**src/kts_pkg.sv**
```systemverilog
// ----------------------------------------------------------------------------
// kts_pkg: shared types and constants of the keyframe track sampler
// Holds the stored key layout, the operation codes, the Q1.16 unit weight and
// the control word that drives the shared multiply-accumulate unit.
// ----------------------------------------------------------------------------
package kts_pkg;

  localparam int unsigned ValW   = 32;
  localparam int unsigned WgtW   = 17;
  localparam int unsigned CountW = 9;
  localparam int unsigned ProdW  = 50;

  // Operation codes of a request.
  localparam logic OP_LOAD   = 1'b0;
  localparam logic OP_SAMPLE = 1'b1;

  // Unit weight in Q1.16.
  localparam logic [WgtW-1:0] WEIGHT_ONE = 17'd65536;

  // One stored key: time and the three value components.
  typedef struct packed {
    logic        [ValW-1:0] time_v;
    logic signed [ValW-1:0] x;
    logic signed [ValW-1:0] y;
    logic signed [ValW-1:0] z;
  } key_t;

  // Control of the shared multiply-accumulate unit.
  typedef struct packed {
    logic mul_en;  // register the product of the current operands
    logic acc_en;  // let the accumulator take the registered product on the first term
    logic first;   // first term of a pair: accumulator takes the product
  } mac_ctl_t;

endpackage

```
**src/kts_mac.sv**
```systemverilog
// ----------------------------------------------------------------------------
// kts_mac: shared multiply-accumulate unit
// Forms a*w into a product register, sums two such products and divides the
// sum by 65536 with truncation toward zero.
// ----------------------------------------------------------------------------
module kts_mac
  import kts_pkg::*;
(
  input  logic                   clk_i,
  input  logic signed [ValW-1:0] a_i,
  input  logic signed [WgtW:0]   w_i,
  input  mac_ctl_t               ctl_i,
  output logic signed [ValW-1:0] res_o
);

  logic signed [ProdW-1:0] prod_q;
  logic signed [ProdW-1:0] acc_q;
  logic signed [ProdW:0]   sum;
  logic                    round_up;

  always_ff @(posedge clk_i) begin
    if (ctl_i.mul_en) begin
      prod_q <= a_i * w_i;
    end
    if (ctl_i.acc_en && ctl_i.first) begin
      acc_q <= prod_q;
    end
  end

  // A negative sum with a nonzero fraction moves one step toward zero.
  assign sum      = {acc_q[ProdW-1], acc_q} + {prod_q[ProdW-1], prod_q};
  assign round_up = sum[ProdW] & (|sum[15:0]);
  assign res_o    = sum[ValW+15:16] + {{(ValW-1){1'b0}}, round_up};

endmodule

```
**config.mk**
```make
export PLATFORM = sky130hd
export DESIGN_NAME = kts_mac
export DESIGN_NICKNAME = d
export VERILOG_FILES = /design/src/kts_pkg.sv /design/src/kts_mac.sv
export SDC_FILE = /design/constraint.sdc
export NUM_CORES = 2
export LEC_CHECK = 0
export BUFFER_PORTS_ARGS = -buffer_cell sky130_fd_sc_hd__buf_2
export CORE_MARGIN = 10
export CORE_UTILIZATION = 71
export DETAILED_ROUTE_END_ITERATION = 16
export HOLD_SLACK_MARGIN = 0.05
export PLACE_DENSITY_LB_ADDON = 0.05
export SYNTH_ARGS = -nofsm -noshare
export SYNTH_HDL_FRONTEND = slang
export SYNTH_SLANG_ARGS = --single-unit
```
**constraint.sdc**
```tcl
create_clock -name clk_i -period 11.2 [get_ports clk_i]
set_clock_uncertainty 0.05 [all_clocks]
set_input_delay 1.68 -clock clk_i [delete_from_list [all_inputs] [get_ports clk_i]]
set_output_delay 1.68 -clock clk_i [all_outputs]
set_load 0.02 [all_outputs]
```
== Word level (Yosys, flattened, before mapping) ==
Index checks and enable logic that the tools add are counted.
Operators by class
  $add $sub $neg: 2
  reductions and logical operators: 2
  bitwise gates (word level): 1
  multiply operators: 1
Operators by type and width (number)
  $add A50 B50 Y51: 1
  $mul A32 B18 Y50: 1
  $add A32 B1 Y32: 1
  $reduce_or A16 Y1: 1
  $and A1 B1 Y1: 1
  $logic_and A1 B1 Y1: 1
Storage, ports and cells
  register bits: 100
  word-level logic and storage cells: 8

== Longest topological paths before layout ==
  depth after elaboration: 4
  gate-level depth with buffers: 27
  depth with buffers taken out: 25

== Least setup slack after synthesis ==
No wires, ideal clock.
  path type: input -> register
  from: input port a_i[17]
  to: register prod_q[41], data pin
  data arrival time: 7617 ps
  slack: 3271 ps
  stages on the path: 25
  setup time: 262 ps
  cell sequence: clkbuf_1 -> clkbuf_1 -> nand2_1 -> fa_1 -> inv_1 -> fa_1 -> inv_1 -> fa_1 -> fa_1 -> inv_1 -> fa_1 -> inv_1 -> fa_1 -> inv_1 -> ha_1 -> a21o_1 -> a21oi_1 -> o21ai_0 -> o211ai_1 -> nand4_1 -> a22o_1 -> a41o_1 -> a21oi_1 -> mux2i_1 -> nand3_1
On the way
  longest elaborated chain between the ends: 1
RTL lines
  start: declaration: line kts_mac.sv:10  | input logic signed [ValW-1:0] a_i,
  $mul A32 B18 Y50: line kts_mac.sv:23  | prod_q <= a_i * w_i;
  end signal: assignment: line kts_mac.sv:23
  end: declaration: line kts_mac.sv:16  | logic signed [ProdW-1:0] prod_q;
Every way passes these cells.
A chain may end at the register's enable or synchronous reset.

== Worst setup path in the final report ==
  from: input port w_i[17]
  to: register prod_q[48], data pin
On the way
  longest elaborated chain between the ends: 1
RTL lines
  start: declaration: line kts_mac.sv:11  | input logic signed [WgtW:0] w_i,
  $mul A32 B18 Y50: line kts_mac.sv:23
Every way passes these cells.

==> results.py <==
metrics = {
    "place": {
        "hpwlAfterDp_um": 51000,
        "port_buffers": 85,
        "routabilityCongestion": 0.941,
    },
    "sta": {
        "rsz0062_at_grt": "false",
        "finalHoldViolations": 0,
        "period_needed_ns": 8.82,
        "max_freq_mhz": 113,
        "slew_headroom": 0.220,
        "fin_hold_ws_ns": 0.409,
        "finalSetupTns_ns": 0,
        "setup_viol": 0,
        "worst_pin_slew_ns": 1.16,
        "fin_crit_sh": 0.787,
        "maxSlewViolCount": 0,
    },
    "clocking": {
        "path_clk_slew_ns": 0.07,
        "cts_tree": "yes",
        "cts_hold_buf": 0,
        "cts.sinks": 100,
        "cts_setup_buffers": 0,
        "root_buffer": "clkbuf_16",
        "cts_max_level": 3,
        "clk_latency_ns": 0.34,
        "clockBufferDepth": 2,
        "cts_buffers": 9,
        "postCtsResizedCells": 0,
    },
    "global_route": {
        "antenna_found_initial": 0,
        "grtUsageTotal": 0.298,
        "grt_max_degree": 51,
        "grt_pass1_vias": 21373,
        "grt_pass1_wl_um": 107000,
        "gr-total-overflow": 0,
    },
    "finish": {
        "layout.nets": 3647,
        "diodes": 0,
        "area_growth_pct": 2.95,
        "multiInputGateArea_mm2": 0.0207,
        "regArea_mm2": 0.00300,
        "drive_gt1_frac": 0.0442,
        "fillerInstances": 2708,
    },
    "floorplan": {
        "design.core.area_mm2": 0.0368,
        "io_pins": 86,
        "die_h_um": 213,
        "start_util": 0.722,
        "num_rows": 70,
        "die_w_um": 213,
        "die-area_mm2": 0.0455,
    },
    "synthesis": {
        "synth-simple-area-share": 0.162,
        "synth_top_family_by_area": "adder cells",
        "synth_fa_ha_area_frac": 0.499,
        "synth-compound-area-share": 0.0775,
        "syn_nets": 3682,
        "synthDistinctLibCells": 78,
        "synth_warnings": 0,
        "synth_edf_count": 100,
        "yosysSeqAreaShare": 0.113,
        "muxShareOfSynthArea": 0.00231,
        "synthFlopType": "edfxtp_1",
        "synthXorXnorAreaFrac": 0.0366,
        "syn-cell-area_mm2": 0.0265,
        "postSynthCellCount": 2901,
        "async_flop_share": 0,
        "ys_ff_latch": 100,
        "synth.avg_cell_area_um2": 9.15,
    },
    "worst_hold_path": {
        "hp-class": "reg -> reg",
    },
    "worst_setup_path": {
        "cp_top_family": "adder cells",
        "slowest_stage": "clkinv_1",
        "worstSetupPathType": "in -> reg",
        "critPathCaptureType": "register",
        "cp_num_buf_inv": 4,
        "critPathArrivalTime_ns": 8.95,
        "worstPathCellList": "buf_2, clkinv_1, nor2_1, fa_1, fa_1, fa_1, fa_1, fa_1, inv_1, fa_1, inv_1, ha_1, and3_1, nand4_1, a211oi_1, o21ai_0, o21ai_0, a21oi_1, o21ai_0, nor3_1, a21oi_1, xor2_1",
        "crit_fanout": 27,
        "required_ns": 11.33,
        "slowest_delay_ns": 0.96,
        "cp-start-kind": "primary input",
        "crit_top_cell": "fa_1",
    },
    "detailed_routing": {
        "drc": 0,
        "wl_per_cell_um": 19.5,
        "drt.antenna.violating_nets": 0,
        "first_pass_iters": 5,
        "first_iter_violations": 1651,
        "vias_per_cell": 5.92,
        "num_vias": 19781,
        "wl_um": 65000,
    },
    "run": {
        "cap_violations": 0,
    },
    "run_status": {
        "status": "finished, final reports clean",
    },
}
## path summary, 6_finish.rpt
path | startpoint | to | slack [ns] | cells past startpoint
worst min-delay path | prod_q[39] | acc_q[39] | 0.41 | 0
worst min register to register | prod_q[39] | acc_q[39] | 0.41 | 0
worst max register to register | prod_q[1] | acc_q[1] | 10.44 | 0
worst max-delay path | w_i[17] | prod_q[48] | 2.38 | 22
## registers in the layout (all words and copies together), names as in the netlist
name    count
acc_q      50
prod_q     50
## through the flow
step | cell area [µm²] | util | cells | setup WS, ns
after floorplan | 26500 | - | 2901 | 3.27
after global placement | 27000 | 0.735 | 3323 | 2.42
after detailed placement | 27000 | 0.735 | 3323 | 2.14
after CTS | 27300 | 0.743 | 3339 | 2.49
after global routing | 27300 | 0.743 | 3339 | 2.04
final | 27300 | 0.743 | 3339 | 2.38
## cell type report
| type | count | area share |
|---|---|---|
| clock inverter | 7 | 0.00220 |
| sequential | 100 | 0.110 |
| multi-input combinational | 2037 | 0.756 |
| tap | 468 | 0.0214 |
| inverter | 633 | 0.0869 |
| clock buffer | 9 | 0.00824 |
| timing repair buffer | 85 | 0.0156 |
## synthesized netlist by cell type, types with 3 or more instances
cell       number  area [µm²]
a2111oi_0       4        35.0
a211o_1         7        61.3
a211oi_1       15         113
a21boi_0        6        45.0
a21o_1         41         308
a21oi_1        88         440
a31o_2          5        43.8
a31oi_1        13        81.3
a41o_1          3        30.0
and2_1        229        1430
and3_1         11        68.8
and4_1          5        43.8
buf_2           9        45.0
clkbuf_1      119         447
edfxtp_1      100        3000
fa_1          554       11100
ha_1          173        2160
inv_1         631        2370
mux2i_1         5        50.1
nand2_1       387        1450
nand2b_1       17         106
nand3_1        33         165
nand4_1        23         144
nand4b_1        4        35.0
nor2_1        107         402
nor2b_1         7        43.8
nor3_1         21         105
nor3_2          4        40.0
nor4_1          4        25.0
o211ai_1        7        52.6
o21a_1         18         135
o21ai_0        60         300
o21bai_1       15         113
o22ai_1         5        31.3
or2_2           3        18.8
or3_1           5        31.3
xnor2_1        76         666
xor2_1         35         307
## placed cells by master (no fill, tap or decap), types with 41 or more instances in the layout
cell | Yosys | final
inv_1 | 631 | 631
xnor2_1 | 76 | 76
and2_1 | 229 | 228
fa_1 | 554 | 554
a21oi_1 | 88 | 88
edfxtp_1 | 100 | 100
o21ai_0 | 60 | 60
ha_1 | 173 | 173
nor2_1 | 107 | 107
buf_2 | 9 | 85
nand2_1 | 387 | 387
a21o_1 | 41 | 41
## metal layers
layer  vias up  global-route usage  share of wire
li1       8786                   -              -
met1      9818               0.383           0.39
met2      1015               0.494           0.47
met3       162              0.0733           0.11
met4         0              0.0909          0.029
met5         -             0.00333              0
## cells by family (layout without fill, tap and decap cells)
| kind of cell | after synthesis | in the layout |
|---|---|---|
| buffers and inverters | 764 | 734 |
| and+or+nand+nor | 877 | 877 |
| muxes | 6 | 6 |
| adders and majority gates | 727 | 727 |
| xor gates and xnor gates | 111 | 111 |
| DFF | 100 | 100 |
| AOI/OAI and AO/OA | 316 | 316 |
Power is not shown: default switching activity piles up to over one toggle a cycle in this logic, so the estimate is an artifact.
